## config.mk

```make
export PLATFORM = sky130hd
export DESIGN_NAME = lrt_regs
export DESIGN_NICKNAME = d
export VERILOG_FILES = /design/src/rtl/lrt_pkg.sv /design/src/rtl/lrt_regs.sv
export SDC_FILE = /design/constraint.sdc
export NUM_CORES = 1
export LEC_CHECK = 0
export ABC_AREA = 1
export BUFFER_PORTS_ARGS = -buffer_cell sky130_fd_sc_hd__buf_4
export CORE_MARGIN = 8
export CORE_UTILIZATION = 52
export DETAILED_ROUTE_END_ITERATION = 8
export GPL_TIMING_DRIVEN = 0
export PLACE_DENSITY = 0.87
export SLEW_MARGIN = 20
export SYNTH_ARGS = -nofsm -noshare
export SYNTH_HDL_FRONTEND = slang
export SYNTH_SLANG_ARGS = --single-unit
```

## constraint.sdc

```tcl
create_clock -name clk -period 1.9 [get_ports clk]
set_input_delay 0.285 -clock clk [delete_from_list [all_inputs] [get_ports clk]]
set_output_delay 0.285 -clock clk [all_outputs]
set_load 0.05 [all_outputs]
```

## src/rtl/lrt_pkg.sv

```systemverilog
`default_nettype none
// ----------------------------------------------------------------------------
// lrt_pkg
// Shared types, codes, sizes and the sigmoid table for the trainer.
// ----------------------------------------------------------------------------
package lrt_pkg;

  localparam int MaxFeatures     = 16;
  localparam int MaxObservations = 256;
  localparam int SigDepth        = 256;

  localparam int FEAT_W   = $clog2(MaxFeatures);
  localparam int OBS_W    = $clog2(MaxObservations);
  localparam int FADDR_W  = OBS_W + FEAT_W;
  localparam int SIG_W    = $clog2(SigDepth);
  localparam int SigSpanShift = 20;
  localparam int SIG_IDX_SHIFT = SigSpanShift - SIG_W;
  localparam int SigOffset = 524288;
  localparam int ERR_W    = 18;
  localparam int DivSteps = 64;
  localparam int DCNT_W   = $clog2(DivSteps + 1);
  localparam int PADDR_W  = 5;

  typedef enum logic [1:0] {
    CMD_LOAD_WEIGHT  = 2'd0,
    CMD_LOAD_FEATURE = 2'd1,
    CMD_LOAD_LABEL   = 2'd2,
    CMD_START        = 2'd3
  } cmd_code_t;

  typedef enum logic [2:0] {
    REG_FEATURE_COUNT = 3'd0,
    REG_OBS_COUNT     = 3'd1,
    REG_LEARNING_RATE = 3'd2,
    REG_TOLERANCE     = 3'd3,
    REG_ITER_LIMIT    = 3'd4
  } reg_index_t;

  typedef enum logic [4:0] {
    ST_IDLE, ST_STEP, ST_A_RUN, ST_A_DRAIN, ST_B_RUN, ST_B_DRAIN,
    ST_DIV_GO, ST_DIV_WAIT, ST_SIGN, ST_MUL_LO, ST_MUL_HI, ST_DELTA,
    ST_UPDATE, ST_CHECK, ST_COMMIT, ST_EMIT_LOAD, ST_EMIT_SHOW
  } state_t;

  typedef enum logic [3:0] {
    OP_NONE, OP_CLEAR, OP_DIV, OP_SIGN, OP_MUL_LO, OP_MUL_HI,
    OP_DELTA, OP_UPDATE, OP_CHECK, OP_COMMIT
  } dp_op_t;

  typedef struct packed {
    logic [4:0]  n_eff;
    logic [8:0]  m_eff;
    logic [15:0] lr;
    logic [15:0] tol;
    logic [15:0] limit;
  } cfg_t;

  typedef struct packed {
    logic             issue;
    logic             phase_b;
    logic             first;
    logic             last;
    logic [OBS_W-1:0] obs;
    logic [FEAT_W-1:0] feat;
    dp_op_t           op;
    logic             ld_en;
  } ctrl_cmd_t;

  typedef struct packed {
    logic busy;
    logic div_busy;
    logic small_ok;
  } dp_stat_t;

  typedef logic [16:0] sig_table_t [SigDepth];

  // sigmoid of a nonnegative Q16.16 value, Q16 result; elaboration only
  function automatic logic [16:0] sig_pos(input logic [31:0] a);
    logic [127:0] u;
    logic [63:0]  den;
    logic [63:0]  num;
    logic [63:0]  q;
    logic [64:0]  r;
    if (a == 32'd0) begin
      u = 128'd1 << 32;
    end else begin
      u = (128'd1 << 32) - {96'd0, a};
      for (int k = 0; k < 16; k++) u = (u * u) >> 32;
    end
    den = (64'd1 << 32) + u[63:0];
    num = (64'd1 << 48) + (den >> 1);
    q = '0;
    r = '0;
    for (int b = 63; b >= 0; b--) begin
      r = {r[63:0], num[b]};
      if (r >= {1'b0, den}) begin
        r = r - {1'b0, den};
        q[b] = 1'b1;
      end
    end
    return q[16:0];
  endfunction

  function automatic sig_table_t build_sig_table();
    sig_table_t t;
    longint z;
    for (int k = 0; k < SigDepth; k++) begin
      z = longint'(k) * longint'((1 << SigSpanShift) / SigDepth) - longint'(SigOffset);
      if (z >= 0) t[k] = sig_pos(32'(z));
      else        t[k] = 17'd65536 - sig_pos(32'(-z));
    end
    return t;
  endfunction

  localparam sig_table_t SIG_TABLE = build_sig_table();

endpackage
`default_nettype wire

```

## src/rtl/lrt_regs.sv

```systemverilog
`default_nettype none
// ----------------------------------------------------------------------------
// lrt_regs
// APB register file; presents the clamped counts to the rest of the block.
// ----------------------------------------------------------------------------
module lrt_regs (
  input  wire logic                        clk,
  input  wire logic                        rst,
  input  wire logic                        psel,
  input  wire logic                        penable,
  input  wire logic                        pwrite,
  input  wire logic [lrt_pkg::PADDR_W-1:0] paddr,
  input  wire logic [31:0]                 pwdata,
  output logic [31:0]                      prdata,
  output logic                             pready,
  output lrt_pkg::cfg_t                    cfg
);
  import lrt_pkg::*;

  logic [4:0]  feature_count;
  logic [8:0]  observation_count;
  logic [15:0] learning_rate;
  logic [15:0] tolerance;
  logic [15:0] iteration_limit;
  logic        wr;
  reg_index_t  idx;

  assign pready = 1'b1;
  assign wr     = psel && penable && pwrite;
  assign idx    = reg_index_t'(paddr[4:2]);

  always_ff @(posedge clk) begin
    if (rst) begin
      feature_count     <= 5'd16;
      observation_count <= 9'd256;
      learning_rate     <= 16'd655;
      tolerance         <= 16'd66;
      iteration_limit   <= 16'd1000;
    end else if (wr) begin
      case (idx)
        REG_FEATURE_COUNT: feature_count     <= pwdata[4:0];
        REG_OBS_COUNT:     observation_count <= pwdata[8:0];
        REG_LEARNING_RATE: learning_rate     <= pwdata[15:0];
        REG_TOLERANCE:     tolerance         <= pwdata[15:0];
        REG_ITER_LIMIT:    iteration_limit   <= pwdata[15:0];
        default: ;
      endcase
    end
  end

  always_comb begin
    case (idx)
      REG_FEATURE_COUNT: prdata = {27'd0, feature_count};
      REG_OBS_COUNT:     prdata = {23'd0, observation_count};
      REG_LEARNING_RATE: prdata = {16'd0, learning_rate};
      REG_TOLERANCE:     prdata = {16'd0, tolerance};
      REG_ITER_LIMIT:    prdata = {16'd0, iteration_limit};
      default:           prdata = 32'd0;
    endcase
  end

  always_comb begin
    if (feature_count == 5'd0)                     cfg.n_eff = 5'd1;
    else if (feature_count > 5'(MaxFeatures))      cfg.n_eff = 5'(MaxFeatures);
    else                                           cfg.n_eff = feature_count;
    if (observation_count == 9'd0)                 cfg.m_eff = 9'd1;
    else if (observation_count > 9'(MaxObservations)) cfg.m_eff = 9'(MaxObservations);
    else                                           cfg.m_eff = observation_count;
    cfg.lr    = learning_rate;
    cfg.tol   = tolerance;
    cfg.limit = iteration_limit;
  end

endmodule
`default_nettype wire

```

======== Word level (Yosys, flattened, before mapping) ========
Index checks and enable logic that the tools add are counted.
operators by class
  equal/unequal tests ..................... 4
  reductions and logical operators ........ 10
  order comparisons ....................... 2
  mux-type cells .......................... 5
  bitwise gates (word level) .............. 0
  divide/modulo/power cells ............... 0
  multipliers ............................. 0
  shifts and indexed selects .............. 0
  add/subtract/negate cells ............... 0
operators with widths
  operator                                                               number
  16-bit case mux with 5 select lines                                    1
  9-bit 2-to-1 mux                                                       2
  5-bit 2-to-1 mux                                                       2
  2-bit AND reduction                                                    5
  9-bit > comparator, second input constant                              1
  9-bit logical NOT                                                      1
  3-bit by 2-bit equality test with 1-bit output, second input constant  2
  5-bit > comparator, second input constant                              1
  5-bit logical NOT                                                      1
  3-bit by 1-bit equality test with 1-bit output, second input constant  1
  3-bit equality test, second input constant                             1
  3-bit logical NOT                                                      1
  1-bit logical AND                                                      2
word-level totals
  memory bits (read-only) ................. 0
  output and inout bits ................... 95
  logic and storage cells ................. 26
  RAM bits ................................ 0
  bits of input ports ..................... 42
  register bits ........................... 62
  memories kept ........................... 0
  bits in latches ......................... 0

======== Logic depth before layout (Yosys ltp) ========
Gate-level depths: netlist of the first run.
  depth in word-level cells ............... 3
  depth in mapped cells ................... 9
  mapped depth without buffers ............ 7

======== Least setup slack after synthesis of the first run ========
Ideal clock, no wire load.
  path kind ............................... input port to output port
  start point ............................. in paddr[2] (netlist name)
  end point ............................... out prdata[5]
  path slack .............................. 0.260 ns
  data required time ...................... 1.615 ns
  arrival time ............................ 1.355 ns
  cell stages on the path ................. 9
  buffers on the path ..................... 2
  path through ............................ buf_6 -> inv_2 -> nand2_2 -> nor2_4 -> buf_4 -> nand2_1 -> nand2_1 -> inv_1 -> nand2_1
between the ends
  cells in the longest elaborated chain, start to end .. 2
  elaborated cells between the ends (all ways) .. 6
  those cells by class .................... eq/ne: 4; mux: 1; reduce/logical: 1
ends and longest elaborated chain
  element                                      RTL line        text
  from (decl)                                  lrt_regs.sv:12  input wire logic [lrt_pkg::PADDR_W-1:0] paddr,
  3-bit equality test (tied with other cells)  lrt_regs.sv:52  case (idx)
  16-bit case mux with 5 select lines (*)      lrt_regs.sv:52
  to (decl)                                    lrt_regs.sv:14  output logic [31:0] prdata,
Every way passes the cells marked *; elsewhere a longest branch is shown, timed or not.

==> results.cfg, run 1 <==
[layout]
final_common_cell = nand2_1
num-fill-cells = 550
area_growth_pct = 33.48
nNetsFinal = 697
mostFrequentLayoutCells = nand2_1 (172), buf_4 (122), nor2_1 (118)
diodes = 0
final-instance-count-excl-fill = 737
drive_gt1_share_pct = 25.45

[floorplan]
io_pins = 137
dieArea_um2 = 9228
rows = 29
start_util_pct = 53.10
die_y_um = 96.06
core_um2 = 6277
dieWidth_um = 96.06

[power]
power_leakage_nw = 2.284
p_clk_share_pct = 41.2
p_comb_share_pct = 16.8
p_seq_share_pct = 41.9
p_sw_mw = 0.9625
p_int_mw = 2.212
power_switching_share_pct = 30.32
peakVddDrop_v = 0.0005186
power_density_nw_per_um2 = 713.5

[yosys]
ys_warn_count = 0
synth_area_um2 = 3333
ys_seq_elements = 62
postSynthAreaPerCell_um2 = 6.289
netlist_instances = 530
yosysSeqAreaShare_pct = 37.24
ys_types = 21

[global_routing]
antenna_found_initial = 0
grt_max_degree = 13
grt-ovfl-total = 0
groute.usage.overall_pct = 23.92
grt_pass1_wl_um = 16950
first_global_vias = 3616

[detailed_routing]
drtPass1Iterations = 5
vias = 3719
postRouteAntennaNets = 0
via_per_inst = 5.046
wl_per_cell_um = 14.52
route.detailed.drc = 0
routed_wl_um = 10700
first_iter_violations = 252

[sta]
min_period_over_period_pct = 92.04
hold_ws_ns = 0.1487
rsz0062_at_grt = false
setup_viol = 0
max_freq_ghz = 0.5718
timing.final.max_slew_violations = 0
hold_viol_final = 0
finClkSkew_ns = 0
fin_crit_ns = 1.749
worstMarginPinSlew_ns = 0.6008
slew-limit-headroom_pct = 59.95
final.setup.tns_ns = 0

[clocking]
numClockSinks = 62
post_cts_buffers = 0
cts_inserted_buffers = 9
cts_resized = 0
worstSkewPairLatency_ns = 0.35
cts_hold_buf = 0
root_buffer = clkbuf_8
cts.htree.levels = 3
clkTransAtPathRegs_ns = 0.08
clk_path_buf_depth = 2
tritoncts = yes

[worst_setup_path]
timing.rr.start = feature_count[4]
end_kind = primary output
startpoint_type = flip-flop
crit_fanout = 6
r2r_slack_ns = 1.19
worst_path_max_delay_cell = dfxtp_1
rr_worst_depth = 2
cp_top_family = simple AND/OR/NAND/NOR gates
cp_num_buf_inv = 1
critPathKind = reg -> out
path_cells = nor2_1 -> nand2_1 -> nor2_1 -> nor2_1 -> nor2_1 -> buf_4
worstPathRequired_ns = 1.62
slowest_delay_ns = 0.40
rr_endpoint = feature_count[4]
cpMostUsedCell = nor2_1
critPathArrivalTime_ns = 1.46

[min_path]
hp-class = in -> reg
hold_depth = 3
hold_start = pwdata[4]
holdPathEnd = feature_count[4]

[run_status]
status = finished clean

[placement]
gp_congestion = 0.9232
dpl.hpwl_um = 8014
numPlacedInstances = 721
portBuffers = 99

[run]
drv_cap = 0
[worst max-delay path by stage]
stage,startpoint,end,cells past startpoint,slack (ns)
global route,observation_count[7],cfg[54],6,0.01
floorplan,paddr[2],prdata[5],9,0.26
CTS,observation_count[6],cfg[53],6,0.14
detailed placement,paddr[2],prdata[5],10,0.20
finish,observation_count[3],cfg[49],6,0.15
global placement,paddr[2],prdata[6],10,0.22
[synthesized netlist by cell type]
| cell | count | area, um2 |
|---|---|---|
| buf_6 | 7 | 78.83 |
| nor2_2 | 1 | 6.260 |
| nand4_1 | 8 | 50.05 |
| nand3_2 | 4 | 40.04 |
| o21ai_0 | 2 | 10.01 |
| conb_1 | 2 | 7.510 |
| inv_4 | 1 | 6.260 |
| clkbuf_1 | 3 | 11.26 |
| inv_2 | 5 | 18.77 |
| nand2_1 | 172 | 645.6 |
| nand3_1 | 62 | 310.3 |
| buf_4 | 23 | 172.7 |
| buf_1 | 5 | 18.77 |
| nor2_8 | 1 | 20.02 |
| buf_2 | 4 | 20.02 |
| inv_1 | 41 | 153.9 |
| a21oi_1 | 2 | 10.01 |
| nand2_2 | 2 | 12.51 |
| nor2_1 | 118 | 442.9 |
| nor2_4 | 5 | 56.30 |
| dfxtp_1 | 62 | 1241 |
[worst register-to-register path, stage by stage, from the launching register on]
cell,delay (ns)
dfxtp_1,0.45
o21ai_0,0.12
nand3_1,0.07
[through the flow]
stage / worst slack (ns) / util, % / power [mW] / area (um2)
global placement: 0.2216 / 67.37 / 1.881 / 4229
finish: 0.1512 / 70.88 / 3.174 / 4449
floorplan: 0.2600 / - / 1.742 / 3390
CTS: 0.1445 / 70.88 / 3.173 / 4449
detailed placement: 0.1977 / 67.37 / 1.887 / 4229
global route: 0.01440 / 70.88 / 3.277 / 4449
[registers in the layout (all words and copies together), names as in the netlist]
name               count
tolerance             16
learning_rate         16
observation_count      9
iteration_limit       16
feature_count          5
[power groups by stage]
stage | combinational (mW) | sequential, mW | clock (mW)
floorplan | 0.339 | 1.40 | 0
global placement | 0.521 | 1.36 | 0
detailed placement | 0.527 | 1.36 | 0
CTS | 0.529 | 1.33 | 1.31
global route | 0.571 | 1.33 | 1.37
finish | 0.535 | 1.33 | 1.31
[routing by layer]
layer	wire, um	track usage (%)
met2	5159	39.27
met1	4127	27.40
met3	1056	6.552
met5	0	0
met4	360	13.70
[final cells by class]
| type | count | area (um2) | share of cell area, % |
|---|---|---|---|
| Sequential cell | 62 | 1241 | 27.90 |
| Clock buffer | 9 | 123.9 | 2.784 |
| Inverter | 47 | 178.9 | 4.021 |
| Buffer | 42 | 301.5 | 6.777 |
| Multi-Input combinational cell | 394 | 1668 | 37.49 |
| Timing Repair Buffer | 99 | 743.2 | 16.70 |
| Clock inverter | 7 | 96.34 | 2.165 |
| Tap cell | 77 | 96.34 | 2.165 |
[kinds of logic (layout without fill, tap and decap cells)]
kind of cell	after synthesis	count (layout)	synth area share, %
buf+inv	89	204	14.41
compound gates	4	4	0.6006
simple gates	373	373	47.52
other cells	2	17	0.2253
flops	62	62	37.24
No activity file was read; power rests on OpenSTA's default activity.
==> run 2: changes to the inputs <==
--- a/config.mk
+++ b/config.mk
@@ -6,12 +6,12 @@
 export NUM_CORES = 1
 export LEC_CHECK = 0
 export ABC_AREA = 1
-export BUFFER_PORTS_ARGS = -buffer_cell sky130_fd_sc_hd__buf_4
 export CORE_MARGIN = 8
-export CORE_UTILIZATION = 52
+export CORE_UTILIZATION = 58
 export DETAILED_ROUTE_END_ITERATION = 8
+export DONT_BUFFER_PORTS = 1
 export GPL_TIMING_DRIVEN = 0
-export PLACE_DENSITY = 0.87
+export PLACE_DENSITY = 0.76
 export SLEW_MARGIN = 20
 export SYNTH_ARGS = -nofsm -noshare
 export SYNTH_HDL_FRONTEND = slang
==> results.cfg, run 2 (synthesis gave the netlist of run 1 again) <==
[clocking]
post_cts_buffers = 0
root_buffer = clkbuf_8
cts.htree.levels = 3
clk_path_buf_depth = 2
worstSkewPairLatency_ns = 0.34
cts_inserted_buffers = 9
numClockSinks = 62
clkTransAtPathRegs_ns = 0.07
tritoncts = yes

[worst_setup_path]
startpoint_type = flip-flop
worstSetupEndpoint = cfg[52]
timing.rr.start = iteration_limit[10]
worstPathRequired_ns = 1.62
critPathArrivalTime_ns = 1.62
crit_fanout = 6
rr_worst_depth = 2
r2r_slack_ns = 0.92
critPathKind = reg -> out
critPathLaunch = observation_count[2]
rr_endpoint = iteration_limit[10]
end_kind = primary output

[detailed_routing]
first_iter_violations = 289
route.detailed.drc = 0
via_per_inst = 5.202
drtPass1Iterations = 5
wl_per_cell_um = 16.09
postRouteAntennaNets = 0
routed_wl_um = 10180
vias = 3293

[global_routing]
first_global_vias = 3130
grt-ovfl-total = 0
groute.usage.overall_pct = 23.88
grt_pass1_wl_um = 16030
antenna_found_initial = 0
grt_max_degree = 12

[power]
power.total_mw = 3.191
power_leakage_nw = 1.819
power_density_nw_per_um2 = 840.0
peakVddDrop_v = 0.0005197

[sta]
final.setup.tns_ns = -0.02258
rsz0062_at_grt = true
fin_ws_ns = -0.005954
min_period_over_period_pct = 100.3
slew-limit-headroom_pct = 39.17
timing.final.max_slew_violations = 0
hold_viol_final = 0
finClkSkew_ns = 0
fin_crit_ns = 1.906
max_freq_ghz = 0.5247
worstMarginPinSlew_ns = 0.9090
setup_viol = 6

[layout]
register_area_um2 = 1276
nNetsFinal = 598
multiInputGateArea_um2 = 1715
mostFrequentLayoutCells = nand2_1 (169), nor2_1 (111), nand3_1 (59)
fin_util_pct = 68.56
drive_gt1_share_pct = 19.96
top_regs = iteration_limit: 16 flops, learning_rate: 16 flops, tolerance: 16 flops
num-fill-cells = 532
area_growth_pct = 13.96
diodes = 0
final_common_cell = nand2_1

[placement]
dpl.hpwl_um = 7492
portBuffers = 0
gp_congestion = 0.9081
pre_cts_ws_ns = 0.05148

[floorplan]
dieArea_um2 = 8429
start_util_pct = 60.16
rows = 27
core_um2 = 5540
die_y_um = 91.81
dieWidth_um = 91.81
io_pins = 137

[run]
drv_cap = 0

[run_status]
violations = negative setup slack
status = complete, but fails checks

[min_path]
hp-class = in -> reg
hold_start = pwdata[6]
-- run 2: cell types whose count changed in the layout (fill, tap and decap cells not counted), sizes merged --
cell and change:
buf -99, clkinv +2, clkinvlp -2, bufinv +1
inv -1
-- run 2: report_power, final --
| group | switching (mW) | internal (mW) |
|---|---|---|
| clock network | 0.539 | 0.864 |
| registers | 0.0631 | 1.32 |
| logic | 0.314 | 0.0942 |
| total | 0.916 | 2.28 |
-- run 2: metal layers --
layer	part of all wire, %	global-route usage (%)	vias up
met4	2.3	9.933	0
met5	0	0	-
met1	39	27.82	1458
li1	-	-	1644
met3	12	9.454	25
met2	46	38.30	166
-- run 2: critical path, stage by stage, from the launching register on --
cell and delay [ns]:
dfxtp_1 0.35, nor2_1 0.11, nand2_1 0.08, nor2_1 0.17
nor2_2 0.12, nor2_2 0.45
-- run 2: worst min-delay path by stage --
stage,endpoint,cells after the start
CTS,tolerance[1],2
detailed placement,observation_count[8],2
finish,iteration_limit[6],2
floorplan,feature_count[4],2
global route,iteration_limit[5],2
global placement,learning_rate[2],2
-- run 2: layout make-up --
class                           count  share of cell area, %
Buffer                             42                  7.938
Clock buffer                        9                  3.261
Clock inverter                      7                  2.964
Inverter                           47                  4.710
Multi-Input combinational cell    394                  45.16
Sequential cell                    62                  33.60
Tap cell                           72                  2.372
-- run 2: stage by stage --
| step | instances | hold WS [ns] | instance area (um2) |
|---|---|---|---|
| floorplan | 545 | 0.4112 | 3390 |
| global placement | 617 | 0.4144 | 3480 |
| detailed placement | 617 | 0.4176 | 3480 |
| CTS | 633 | 0.05903 | 3746 |
| global route | 633 | 0.05567 | 3799 |
| finish | 633 | 0.06260 | 3799 |
-- run 2: repair_timing --
action	CTS	global route
resized for setup	20	23
hold endpoints to repair	0	0
hold buffers	0	0
endpoints found under the setup margin	17	16
