--- config.mk ---
export PLATFORM = sky130hd
export DESIGN_NAME = lrt_ctrl
export DESIGN_NICKNAME = d
export VERILOG_FILES = /design/src/rtl/lrt_pkg.sv /design/src/rtl/lrt_ctrl.sv
export SDC_FILE = /design/constraint.sdc
export NUM_CORES = 1
export LEC_CHECK = 0
export BUFFER_PORTS_ARGS = -buffer_cell sky130_fd_sc_hd__buf_2
export CAP_MARGIN = 20
export CORE_UTILIZATION = 54
export CTS_CLUSTER_SIZE = 25
export DETAILED_ROUTE_END_ITERATION = 10
export PLACE_DENSITY = 0.86
export SYNTH_ARGS = -nofsm -noshare
export SYNTH_HDL_FRONTEND = slang
export SYNTH_SLANG_ARGS = --single-unit
--- constraint.sdc ---
create_clock -name clk -period 9.23 [get_ports clk]
set_clock_uncertainty 0.1 [all_clocks]
set_input_delay 0.923 -clock clk [delete_from_list [all_inputs] [get_ports clk]]
set_output_delay 0.923 -clock clk [all_outputs]
set_load 0.02 [all_outputs]
--- src/rtl/lrt_pkg.sv ---
`default_nettype none
// ----------------------------------------------------------------------------
// lrt_pkg
// Shared types, codes, sizes and the sigmoid table for the trainer.
// ----------------------------------------------------------------------------
package lrt_pkg;

  localparam int MaxFeatures     = 16;
  localparam int MaxObservations = 256;
  localparam int SigDepth        = 256;

  localparam int FEAT_W   = $clog2(MaxFeatures);
  localparam int OBS_W    = $clog2(MaxObservations);
  localparam int FADDR_W  = OBS_W + FEAT_W;
  localparam int SIG_W    = $clog2(SigDepth);
  localparam int SigSpanShift = 20;
  localparam int SIG_IDX_SHIFT = SigSpanShift - SIG_W;
  localparam int SigOffset = 524288;
  localparam int ERR_W    = 18;
  localparam int DivSteps = 64;
  localparam int DCNT_W   = $clog2(DivSteps + 1);
  localparam int PADDR_W  = 5;

  typedef enum logic [1:0] {
    CMD_LOAD_WEIGHT  = 2'd0,
    CMD_LOAD_FEATURE = 2'd1,
    CMD_LOAD_LABEL   = 2'd2,
    CMD_START        = 2'd3
  } cmd_code_t;

  typedef enum logic [2:0] {
    REG_FEATURE_COUNT = 3'd0,
    REG_OBS_COUNT     = 3'd1,
    REG_LEARNING_RATE = 3'd2,
    REG_TOLERANCE     = 3'd3,
    REG_ITER_LIMIT    = 3'd4
  } reg_index_t;

  typedef enum logic [4:0] {
    ST_IDLE, ST_STEP, ST_A_RUN, ST_A_DRAIN, ST_B_RUN, ST_B_DRAIN,
    ST_DIV_GO, ST_DIV_WAIT, ST_SIGN, ST_MUL_LO, ST_MUL_HI, ST_DELTA,
    ST_UPDATE, ST_CHECK, ST_COMMIT, ST_EMIT_LOAD, ST_EMIT_SHOW
  } state_t;

  typedef enum logic [3:0] {
    OP_NONE, OP_CLEAR, OP_DIV, OP_SIGN, OP_MUL_LO, OP_MUL_HI,
    OP_DELTA, OP_UPDATE, OP_CHECK, OP_COMMIT
  } dp_op_t;

  typedef struct packed {
    logic [4:0]  n_eff;
    logic [8:0]  m_eff;
    logic [15:0] lr;
    logic [15:0] tol;
    logic [15:0] limit;
  } cfg_t;

  typedef struct packed {
    logic             issue;
    logic             phase_b;
    logic             first;
    logic             last;
    logic [OBS_W-1:0] obs;
    logic [FEAT_W-1:0] feat;
    dp_op_t           op;
    logic             ld_en;
  } ctrl_cmd_t;

  typedef struct packed {
    logic busy;
    logic div_busy;
    logic small_ok;
  } dp_stat_t;

  typedef logic [16:0] sig_table_t [SigDepth];

  // sigmoid of a nonnegative Q16.16 value, Q16 result; elaboration only
  function automatic logic [16:0] sig_pos(input logic [31:0] a);
    logic [127:0] u;
    logic [63:0]  den;
    logic [63:0]  num;
    logic [63:0]  q;
    logic [64:0]  r;
    if (a == 32'd0) begin
      u = 128'd1 << 32;
    end else begin
      u = (128'd1 << 32) - {96'd0, a};
      for (int k = 0; k < 16; k++) u = (u * u) >> 32;
    end
    den = (64'd1 << 32) + u[63:0];
    num = (64'd1 << 48) + (den >> 1);
    q = '0;
    r = '0;
    for (int b = 63; b >= 0; b--) begin
      r = {r[63:0], num[b]};
      if (r >= {1'b0, den}) begin
        r = r - {1'b0, den};
        q[b] = 1'b1;
      end
    end
    return q[16:0];
  endfunction

  function automatic sig_table_t build_sig_table();
    sig_table_t t;
    longint z;
    for (int k = 0; k < SigDepth; k++) begin
      z = longint'(k) * longint'((1 << SigSpanShift) / SigDepth) - longint'(SigOffset);
      if (z >= 0) t[k] = sig_pos(32'(z));
      else        t[k] = 17'd65536 - sig_pos(32'(-z));
    end
    return t;
  endfunction

  localparam sig_table_t SIG_TABLE = build_sig_table();

endpackage
`default_nettype wire

--- src/rtl/lrt_ctrl.sv ---
`default_nettype none
// ----------------------------------------------------------------------------
// lrt_ctrl
// Sequencer: walks observations and features, runs the weight update steps
// and hands out the trained weights.
// ----------------------------------------------------------------------------
module lrt_ctrl (
  input  wire logic              clk,
  input  wire logic              rst,
  input  wire lrt_pkg::cfg_t     cfg,
  input  wire logic              in_valid,
  input  wire logic [1:0]        in_cmd,
  output logic                   in_ready,
  output logic                   out_valid,
  input  wire logic              out_ready,
  output logic [3:0]             out_index,
  output logic                   out_conv,
  output logic [15:0]            out_iters,
  output logic                   out_last,
  output lrt_pkg::ctrl_cmd_t     cmd,
  input  wire lrt_pkg::dp_stat_t stat
);
  import lrt_pkg::*;

  state_t            state;
  state_t            state_next;
  logic [OBS_W-1:0]  i;
  logic [FEAT_W-1:0] j;
  logic [15:0]       cnt;
  logic              conv;
  logic              i_last;
  logic              j_last;
  logic              accept;
  logic              start;
  logic              done;

  assign i_last = ({1'b0, i} == cfg.m_eff - 9'd1);
  assign j_last = ({1'b0, j} == cfg.n_eff - 5'd1);
  assign accept = in_valid && in_ready;
  assign start  = accept && (cmd_code_t'(in_cmd) == CMD_START);
  assign done   = stat.small_ok || ({1'b0, cnt} + 17'd1 >= {1'b0, cfg.limit});

  always_comb begin
    state_next = state;
    case (state)
      ST_IDLE:      if (start) state_next = (cfg.limit == 16'd0) ? ST_EMIT_LOAD : ST_STEP;
      ST_STEP:      state_next = ST_A_RUN;
      ST_A_RUN:     if (i_last && j_last) state_next = ST_A_DRAIN;
      ST_A_DRAIN:   if (!stat.busy) state_next = ST_B_RUN;
      ST_B_RUN:     if (i_last) state_next = ST_B_DRAIN;
      ST_B_DRAIN:   if (!stat.busy) state_next = ST_DIV_GO;
      ST_DIV_GO:    state_next = ST_DIV_WAIT;
      ST_DIV_WAIT:  if (!stat.div_busy) state_next = ST_SIGN;
      ST_SIGN:      state_next = ST_MUL_LO;
      ST_MUL_LO:    state_next = ST_MUL_HI;
      ST_MUL_HI:    state_next = ST_DELTA;
      ST_DELTA:     state_next = ST_UPDATE;
      ST_UPDATE:    state_next = ST_CHECK;
      ST_CHECK:     state_next = j_last ? ST_COMMIT : ST_B_RUN;
      ST_COMMIT:    state_next = done ? ST_EMIT_LOAD : ST_STEP;
      ST_EMIT_LOAD: state_next = ST_EMIT_SHOW;
      ST_EMIT_SHOW: if (out_ready) state_next = j_last ? ST_IDLE : ST_EMIT_LOAD;
      default:      state_next = ST_IDLE;
    endcase
  end

  always_comb begin
    cmd         = '0;
    cmd.op      = OP_NONE;
    cmd.obs     = i;
    cmd.feat    = j;
    in_ready    = 1'b0;
    out_valid   = 1'b0;
    case (state)
      ST_IDLE: begin
        in_ready  = 1'b1;
        cmd.ld_en = accept && (cmd_code_t'(in_cmd) != CMD_START);
      end
      ST_STEP: cmd.op = OP_CLEAR;
      ST_A_RUN: begin
        cmd.issue = 1'b1;
        cmd.first = (j == '0);
        cmd.last  = j_last;
      end
      ST_B_RUN: begin
        cmd.issue   = 1'b1;
        cmd.phase_b = 1'b1;
        cmd.first   = (i == '0);
        cmd.last    = i_last;
      end
      ST_DIV_GO:    cmd.op = OP_DIV;
      ST_SIGN:      cmd.op = OP_SIGN;
      ST_MUL_LO:    cmd.op = OP_MUL_LO;
      ST_MUL_HI:    cmd.op = OP_MUL_HI;
      ST_DELTA:     cmd.op = OP_DELTA;
      ST_UPDATE:    cmd.op = OP_UPDATE;
      ST_CHECK:     cmd.op = OP_CHECK;
      ST_COMMIT:    cmd.op = OP_COMMIT;
      ST_EMIT_SHOW: out_valid = 1'b1;
      default: ;
    endcase
  end

  assign out_index = j;
  assign out_conv  = conv;
  assign out_iters = cnt;
  assign out_last  = j_last;

  always_ff @(posedge clk) begin
    if (rst) begin
      state <= ST_IDLE;
      i     <= '0;
      j     <= '0;
      cnt   <= '0;
      conv  <= 1'b0;
    end else begin
      state <= state_next;
      case (state)
        ST_IDLE: if (start) begin
          cnt  <= '0;
          conv <= 1'b0;
          i    <= '0;
          j    <= '0;
        end
        ST_STEP: begin
          i <= '0;
          j <= '0;
        end
        ST_A_RUN: begin
          if (j_last) begin
            j <= '0;
            i <= i + 1'b1;
          end else begin
            j <= j + 1'b1;
          end
        end
        ST_A_DRAIN: i <= '0;
        ST_B_RUN:   i <= i_last ? '0 : i + 1'b1;
        ST_CHECK:   if (!j_last) j <= j + 1'b1;
        ST_COMMIT: begin
          cnt  <= cnt + 16'd1;
          conv <= stat.small_ok;
          j    <= '0;
        end
        ST_EMIT_SHOW: if (out_ready && !j_last) j <= j + 1'b1;
        default: ;
      endcase
    end
  end

endmodule
`default_nettype wire

---- Word-level counts from Yosys, hierarchy flattened ----
Index checks and enable logic that the tools add are counted.
word-level totals
  logic and storage cells ................. 95
  bits of input ports ..................... 71
  output and inout bits ................... 45
  bits in registers ....................... 34
cells by class
  $lt $le $gt $ge ......................... 1
  mux-type cells .......................... 32
  eq/ne operators ......................... 30
  add/sub/neg operators ................... 6
  reduce and logical (&&, ||, !) cells .... 21
operator list
  kind                     count
  $pmux W5 S17             1
  $eq A5 B4 Y1 const B     8
  $pmux W4 S9              1
  $mux W5                  7
  $mux W4                  8
  $pmux W16 S2             1
  $pmux W8 S4              1
  $mux W8                  3
  $ne A2 B2 Y1 const B     11
  $eq A5 B3 Y1 const B     4
  $pmux W4 S5              1
  $add A16 B1 Y17 const B  1
  $ge A17 B16 Y1           1
  $add A16 B1 Y16 const B  1
  $logic_not A16 Y1        1
  $mux W16                 1
  $eq A5 B2 Y1 const B     2
  $eq A8 B9 Y1             1
  $sub A9 B1 Y9 const B    1
  $add A8 B1 Y8 const B    1
  $logic_not A8 Y1         1
  $reduce_and A7 Y1        1
  $mux W1                  6
  $reduce_or A2 Y1         3
  19 further kinds         23

---- Depth between registers and ports, before layout ----
Gate-level depths: netlist of run 1.
  depth after elaboration ................. 6
  depth in mapped cells ................... 14
  depth with buffers taken out ............ 14

---- Worst setup path before layout of run 1 ----
No wires, ideal clock.
  path kind ............................... input to output
  start ................................... input cfg[48] (netlist name)
  end ..................................... output cmd[17] (netlist name)
  path buffers ............................ 0
  required time ........................... 8.207 ns
  slack ................................... 5.636 ns
  arrival time ............................ 2.571 ns
  cell stages on the path ................. 8
  path through ............................ inv_1 ha_1 or3b_1 a2111oi_1 nor2_1 a211oi_2 nand2_1 o21ai_1
RTL lines
  element             RTL line        RTL
  start: declaration  lrt_ctrl.sv:10  input wire lrt_pkg::cfg_t cfg,
  end: declaration    lrt_ctrl.sv:20  output lrt_pkg::ctrl_cmd_t cmd,

==> impl_summary.txt, run 1 <==
----------------------------------------------------
[Run status]
  Run status ... finished, final reports clean

[Synthesis]
  Syn. warnings ... 0
  Cell variety after synth ... 62
  Sequential fraction of the synthesis area ... a little over a fifth
  Post-synthesis instance area ... 3120 um^2
  Yosys reg bits ... 34
  Synthesized area per cell ... ~7.4 um^2
  Count of flip-flops with a built-in enable after synthesis ... 0
  Post-synthesis cell count ... 423
  Async S/R FF share, synth ... 0%
  Post-synth net total ... 517
  Primary FF master, synth ... sky130_fd_sc_hd__dfxtp_1

[Die]
  Die area ... 6080 um^2
  Core footprint ... between 5000 and 6000 um^2
  Die Ht ... 78.0 um
  Die Width ... 78.0 um
  I/O pin count ... 116
  FP Rows ... 27
  Starting utilization of the core area ... 56.3%

[STA]
  Transition time at the pin with the least slew margin ... 1060 ps
  Max-slew violations ... 0
  Crit path time final ... 3930 ps
  Post-route setup slack ... 5300 ps
  Maximum clock rate ... 254 MHz
  Relative max-transition margin ... 29.1%
  Worst hold margin ... roughly 420 ps
  Final sum of negative setup slack ... 0 ps
  Hold Fails Final Rpt ... 0
  Unrepaired setup endpoints after global routing ... no
  Share of the clock period used by the worst path after layout ... 42.6%
  Number of endpoints failing setup at the final stage ... 0

[Detailed routing]
  Number of DRC violations after detailed-routing iteration 0 ... 205
  Detailed-route wire length per cell ... 14.0 um
  Via Count ... 3287
  First-pass iteration count of the detailed router ... 4
  Detailed-route DRC error count ... 0
  DR vias/cell ... 5.84
  WL final ... 7.86 mm
  Antenna Nets Post-Route ... 0

[GRT]
  Largest net degree at the start of global routing ... 25
  Overall Global Routing Usage ... a little over a quarter
  Global-route wire length before repair ... 13.1 mm
  Residual overflow from global routing ... 0
  Number of global-route vias before repair ... a little over 3k
  Initial antenna violation count ... 0

[Placed design]
  Post-Place Cells ... 555
  DP Worst Slack ... 5310 ps
  Post-detail-place hpwl ... roughly 6 mm
  Weighted congestion at the end of routability-driven global placement ... 0.837
  Port Buffers ... between 80 and 90
  Placed instance area ... 3520 um^2

[Setup path]
  Worst EP arrival ... 2910 ps
  Critical Path Start Type ... primary input
  Kind of end point of the critical path ... output port
  Worst-path fanout max ... 5
  Required time at the worst-slack endpoint ... 8210 ps
  Setup CP Type ... primary input to output port

[Clock network]
  Number of buffers inserted for hold repair after clock tree synthesis ... 0
  Worst-skew pair later-pin latency ... roughly 280 ps
  Clock net sink count ... 34
  CTS buffer count ... 5
  Post CTS Setup Buffer Count ... 0
  Clock tree buffer depth ... 2
  TritonCTS clock tree ... yes
  CTS root buf ... sky130_fd_sc_hd__clkbuf_8
  Resized cells post-CTS ... 0
  Clock-pin slew of the registers on the worst-case setup and hold paths ... 70 ps
  H-tree depth reported by CTS ... 2

[Finish]
  Final instance area ... approximately 3600 um^2
  Share of final-layout standard cells stronger than drive strength 1 ... approximately 21%
  Layout area overhead ... 15.9%
  Register area ... 681 um^2
  Number of cells in the finished layout apart from fillers ... 563
  Area taken by multi-input logic gates ... 2210 um^2
  Total of fill cells in the finished design ... between 400 and 500
  Share of the core filled with cells in the final layout ... between 60% and 70%
  Ant. Diodes ... 0
  Layout Nets ... around 600

[Pwr]
  Sum of internal, switching and leakage power ... 0.523 mW
  Power density over the cells ... 145 nW/um^2
  Largest vdd supply drop ... 0.142 mV
  Leak Pwr ... 1.68 nW

[Flow run]
  Number of maximum-capacitance violations ... 0

[Worst hold path]
  Worst Hold Class ... flip-flop to flip-flop

----------------------------------------------------
[Yosys cell counts (2+ instances only)]
cell                        n  area [um^2]
sky130_fd_sc_hd__buf_4      4         30.0
sky130_fd_sc_hd__xnor2_1   17          149
sky130_fd_sc_hd__and3_1     8         50.1
sky130_fd_sc_hd__o21a_1     3         22.5
sky130_fd_sc_hd__a31oi_1    3         18.8
sky130_fd_sc_hd__or3_1      7         43.8
sky130_fd_sc_hd__a21o_1     5         37.5
sky130_fd_sc_hd__xor2_1    17          149
sky130_fd_sc_hd__clkbuf_1  18         67.6
sky130_fd_sc_hd__mux2i_1    4         40.0
sky130_fd_sc_hd__nand4_1   12         75.1
sky130_fd_sc_hd__o211ai_1   2         15.0
sky130_fd_sc_hd__a311oi_1   2         17.5
sky130_fd_sc_hd__or4_4      2         22.5
sky130_fd_sc_hd__dfxtp_1   34          681
sky130_fd_sc_hd__nor4_1     6         37.5
sky130_fd_sc_hd__o31ai_1    4         30.0
sky130_fd_sc_hd__nand4b_1   2         17.5
sky130_fd_sc_hd__nand2_1   22         82.6
sky130_fd_sc_hd__a211oi_1   3         22.5
sky130_fd_sc_hd__and2_1     4         25.0
sky130_fd_sc_hd__and3b_1    2         17.5
sky130_fd_sc_hd__or3b_1     2         17.5
sky130_fd_sc_hd__a32o_1     4         40.0
sky130_fd_sc_hd__inv_1     33          124
sky130_fd_sc_hd__nand3b_1   2         15.0
sky130_fd_sc_hd__nor2_1    49          184
sky130_fd_sc_hd__o21ai_2    2         17.5
sky130_fd_sc_hd__a21oi_1   28          140
sky130_fd_sc_hd__o21ai_1   10         50.1
sky130_fd_sc_hd__a22oi_1    6         45.0
sky130_fd_sc_hd__ha_1      23          288
sky130_fd_sc_hd__nand3_1   25          125
sky130_fd_sc_hd__or4_1      3         22.5
sky130_fd_sc_hd__o21ai_0   10         50.1
sky130_fd_sc_hd__nor2b_1    6         37.5
sky130_fd_sc_hd__nor3_1    14         70.1
[layout make-up]
class                   instances  area share (%)
multi-input cells             333            61.2
flip-flops and latches         34            18.8
repair buffers                 83            11.5
inverters                      33            3.43
well taps                      72            2.49
clock buffers                   7            2.39
clock inverters                 1           0.139
[worst paths after layout]
kind	startpoint	endpoint	slack, ps	cells after the start
worst max-delay path	cfg[48]	cmd[17]	5300	10
worst min register to register	out_conv	out_conv	420	2
worst min-delay path	out_conv	out_conv	420	2
worst max register to register	out_iters[0]	state[1]	5390	14
[layer usage]
layer	global-route usage, %	wire (um)	vias to the layer above
met2	46.8	3820	113
met5	0	0	-
met1	32.2	3470	1506
met3	3.76	481	9
li1	-	-	1659
met4	7.78	91	0
[registers in the layout (all words and copies together), names as in the netlist]
name	cells
out_conv	1
out_index	4
i	8
state	5
out_iters	16
[layout by cell type (no fill, tap or decap), types with 3 or more instances in the layout]
master	netlist	final
sky130_fd_sc_hd__buf_2	0	83
sky130_fd_sc_hd__nor2_1	49	49
sky130_fd_sc_hd__dfxtp_1	34	34
sky130_fd_sc_hd__inv_1	33	33
sky130_fd_sc_hd__a21oi_1	28	28
sky130_fd_sc_hd__nand3_1	25	25
sky130_fd_sc_hd__ha_1	23	23
sky130_fd_sc_hd__nand2_1	22	22
sky130_fd_sc_hd__xnor2_1	17	17
sky130_fd_sc_hd__xor2_1	17	17
sky130_fd_sc_hd__nor3_1	14	14
sky130_fd_sc_hd__nand4_1	12	12
sky130_fd_sc_hd__o21ai_1	10	10
sky130_fd_sc_hd__o21ai_0	10	10
sky130_fd_sc_hd__and3_1	8	8
sky130_fd_sc_hd__or3_1	7	7
sky130_fd_sc_hd__nor4_1	6	6
sky130_fd_sc_hd__nor2b_1	6	6
sky130_fd_sc_hd__a22oi_1	6	6
sky130_fd_sc_hd__clkbuf_8	0	6
sky130_fd_sc_hd__a21o_1	5	5
sky130_fd_sc_hd__and2_1	4	4
sky130_fd_sc_hd__a32o_1	4	4
sky130_fd_sc_hd__mux2i_1	4	4
sky130_fd_sc_hd__o31ai_1	4	4
sky130_fd_sc_hd__or4_1	3	3
sky130_fd_sc_hd__a31oi_1	3	3
sky130_fd_sc_hd__o21a_1	3	3
sky130_fd_sc_hd__a211oi_1	3	3
[power by group]
group          internal, mW  leakage (nW)  switching (mW)
sequential            0.156         0.274          0.0297
clock                0.0602        0.0482          0.0541
combinational        0.0830          1.36           0.140
total                 0.299          1.68           0.223
[worst max-delay path, cell delays in order]
cell and delay [ps]:
sky130_fd_sc_hd__buf_2 120, sky130_fd_sc_hd__inv_1 50, sky130_fd_sc_hd__ha_1 210, sky130_fd_sc_hd__or3b_1 410, sky130_fd_sc_hd__a2111oi_1 270, sky130_fd_sc_hd__nor2_1 90, sky130_fd_sc_hd__a211oi_2 400, sky130_fd_sc_hd__nand2_1 100
sky130_fd_sc_hd__o21ai_1 140, sky130_fd_sc_hd__buf_2 180
[logic make-up after synthesis]
| logic type | share of synthesized area (%) |
|---|---|
| AO/OA/AOI/OAI | 21.4 |
| XOR/XNOR | 9.55 |
| adder cells (fa/ha/maj) | 9.23 |
| buffers and inverters | 7.22 |
| flip-flops | 21.8 |
| multiplexers | 1.28 |
| AND/OR/NAND/NOR | 29.5 |
No activity file was read; power rests on OpenSTA's default activity.
==> inputs of run 2 (changes only) <==
--- a/config.mk
+++ b/config.mk
@@ -7,10 +7,10 @@
 export LEC_CHECK = 0
 export BUFFER_PORTS_ARGS = -buffer_cell sky130_fd_sc_hd__buf_2
 export CAP_MARGIN = 20
-export CORE_UTILIZATION = 54
+export CORE_UTILIZATION = 50
 export CTS_CLUSTER_SIZE = 25
 export DETAILED_ROUTE_END_ITERATION = 10
-export PLACE_DENSITY = 0.86
+export PLACE_DENSITY = 0.81
 export SYNTH_ARGS = -nofsm -noshare
 export SYNTH_HDL_FRONTEND = slang
 export SYNTH_SLANG_ARGS = --single-unit
==> constraint.sdc (replaced) <==
create_clock -name clk -period 4.1 [get_ports clk]
set_clock_uncertainty 0.1 [all_clocks]
set_input_delay 0.41 -clock clk [delete_from_list [all_inputs] [get_ports clk]]
set_output_delay 0.41 -clock clk [all_outputs]
set_load 0.02 [all_outputs]
==> run 2 against run 1 <==
- flip-flop and latch count unchanged
- die area grew 7.8%
- clock power grew 120%
- sequential share of layout area down 0.071 points
- critical path depth up 4
- final area rose by 0.38%
- critical endpoint is now state[1]
- largest power group unchanged
- highest routed layer unchanged
==> impl_summary.txt, run 2 (synthesis results as in run 1) <==
----------------------------------------------------
[Die]
  Die area ... 6560 um^2 (+7.8%)
  FP Rows ... 28 (+3.7%)
  I/O pin count ... 116 (unchanged)
  Die Ht ... 81.0 um (+3.8%)
  Starting utilization of the core area ... 52.4% (-3.9 points)
  Core footprint ... 5960 um^2 (+7.5%)
  Die Width ... 81.0 um (+3.8%)

[GRT]
  Number of global-route vias before repair ... 2919 (-3.4%)
  Largest net degree at the start of global routing ... 25 (unchanged)
  Overall Global Routing Usage ... 23.9% (-2.3 points)
  Residual overflow from global routing ... 0 (unchanged)
  Global-route wire length before repair ... 12.4 mm (-5.0%)
  Initial antenna violation count ... 0 (unchanged)

[Detailed routing]
  WL final ... 7.76 mm (-1.2%)
  Via Count ... 3269 (-0.55%)
  DR vias/cell ... 5.78 (-1.1%)
  Detailed-route wire length per cell ... 13.7 um (-1.8%)
  Antenna Nets Post-Route ... 0 (unchanged)
  Number of DRC violations after detailed-routing iteration 0 ... 224 (+9.3%)
  First-pass iteration count of the detailed router ... 4 (unchanged)
  Detailed-route DRC error count ... 0 (unchanged)

[Finish]
  Most frequent cells in the layout ... sky130_fd_sc_hd__buf_2 (83), sky130_fd_sc_hd__nor2_1 (49), sky130_fd_sc_hd__dfxtp_1 (34)
  Flip-flop count of the largest register after layout ... 16 (unchanged)
  Most common cell after layout, fill and taps aside ... sky130_fd_sc_hd__buf_2
  Ant. Diodes ... 0 (unchanged)
  Total of fill cells in the finished design ... 559 (+14%)
  Layout area overhead ... 16.3%
  Register area ... 681 um^2 (unchanged)
  Share of final-layout standard cells stronger than drive strength 1 ... 21.0% (+0.20 points)
  Share of the core filled with cells in the final layout ... 60.9% (-4.3 points)
  Area taken by multi-input logic gates ... 2210 um^2 (unchanged)
  Layout Nets ... 586 (+0.34%)

[Clock network]
  Post CTS Setup Buffer Count ... 0 (unchanged)
  Number of buffers inserted for hold repair after clock tree synthesis ... 0 (unchanged)
  Clock tree buffer depth ... 2 (unchanged)
  CTS root buf ... sky130_fd_sc_hd__clkbuf_8
  Resized cells post-CTS ... 0 (unchanged)
  CTS buffer count ... 5 (unchanged)
  Clock net sink count ... 34 (unchanged)
  Clock-pin slew of the registers on the worst-case setup and hold paths ... 70 ps (about the same)
  TritonCTS clock tree ... yes
  H-tree depth reported by CTS ... 2 (unchanged)
  Worst-skew pair later-pin latency ... 280 ps (about the same)

[Setup path]
  Required time at the worst-slack endpoint ... 4180 ps (-4030 ps)
  Worst EP arrival ... 3710 ps (+800 ps)
  Maximum single-stage delay on the critical path ... 430 ps (+20 ps)
  Critical Path Start Type ... flip-flop
  CP cell instances ... ha_1, and3_1, and3_1, nand2_1, nor2_1, xor2_1, ha_1, nand4_1, nor4_1, a311oi_1, nand4b_1, o21ai_1, o211ai_1, a32o_1
  Worst-path fanout max ... 6 (+1)
  Setup CP Type ... flip-flop to flip-flop
  Crit path max-delay cell type ... sky130_fd_sc_hd__dfxtp_1
  Kind of end point of the critical path ... flip-flop

[STA]
  Post-route setup slack ... 463 ps (-4840 ps)
  Max-slew violations ... 0 (unchanged)
  Crit path time final ... 3640 ps
  Worst hold margin ... 301 ps (-116 ps)
  Relative max-transition margin ... 47.8% (+19 points)
  Share of the clock period used by the worst path after layout ... 88.7%
  Final sum of negative setup slack ... 0 ps (unchanged)
  Number of endpoints failing setup at the final stage ... 0 (unchanged)
  Transition time at the pin with the least slew margin ... 782 ps (-277 ps)
  Hold Fails Final Rpt ... 0 (unchanged)
  Unrepaired setup endpoints after global routing ... no
  Maximum clock rate ... 275 MHz

[Run status]
  Run status ... finished, final reports clean

[Flow run]
  Number of maximum-capacitance violations ... 0 (unchanged)

[Pwr]
  Power density over the cells ... 321 nW/um^2 (+120%)
  Leak Pwr ... 1.69 nW (+0.37%)
  Largest vdd supply drop ... 0.290 mV (+100%)
  Sum of internal, switching and leakage power ... 1.16 mW (+120%)

[Placed design]
  Weighted congestion at the end of routability-driven global placement ... 0.831 (-0.68%)
  Port Buffers ... 83 (unchanged)
  DP Worst Slack ... 413 ps (-4900 ps)
  Post-detail-place hpwl ... 5.93 mm (about the same)

[Worst hold path]
  Worst Hold Class ... primary input to flip-flop

----------------------------------------------------
[run 2: final cells by class]
class	count	area share, %
Multi-Input combinational cell	333	61.0
Inverter	33	3.41
Sequential cell	34	18.8
Clock buffer	6	2.28
Timing Repair Buffer	85	12.0
Tap cell	75	2.59
[run 2: layer usage]
| metal | wire length (um) | global-route usage, % | vias to the layer above |
|---|---|---|---|
| li1 | - | - | 1661 |
| met4 | 105 | 8.21 | 0 |
| met2 | 3740 | 41.7 | 73 |
| met5 | 0 | 0 | - |
| met3 | 291 | 2.58 | 13 |
| met1 | 3630 | 30.2 | 1522 |
[run 2: power breakdown]
| group | internal (mW) | leakage, nW | switching (mW) |
|---|---|---|---|
| registers | 0.351 | 0.274 | 0.0636 |
| logic | 0.189 | 1.37 | 0.313 |
| clock network | 0.129 | 0.0431 | 0.116 |
| total | 0.670 | 1.69 | 0.493 |
[run 2: path summary, 6_finish.rpt]
path,to,start,slack (ps),cells past startpoint
max,state[1],out_iters[0],460,14
min,out_conv,stat[0],300,3
max reg2reg,state[1],out_iters[0],460,14
min reg2reg,out_conv,out_conv,400,2
[run 2: stage by stage]
step	cell area [um^2]	std cells
after floorplan	3120	423
after global placement	3530	559
after detailed placement	3530	559
after CTS	3620	565
after global routing	3630	566
final	3630	566
[run 2: critical path: cells and delay by family, from the launching register on]
| kind | cells | cell delay [ps] |
|---|---|---|
| compound gates | 4 | 1030 |
| simple gates | 7 | 1100 |
| flops | 1 | 430 |
| fa+ha+maj | 2 | 600 |
| xor+xnor | 1 | 260 |
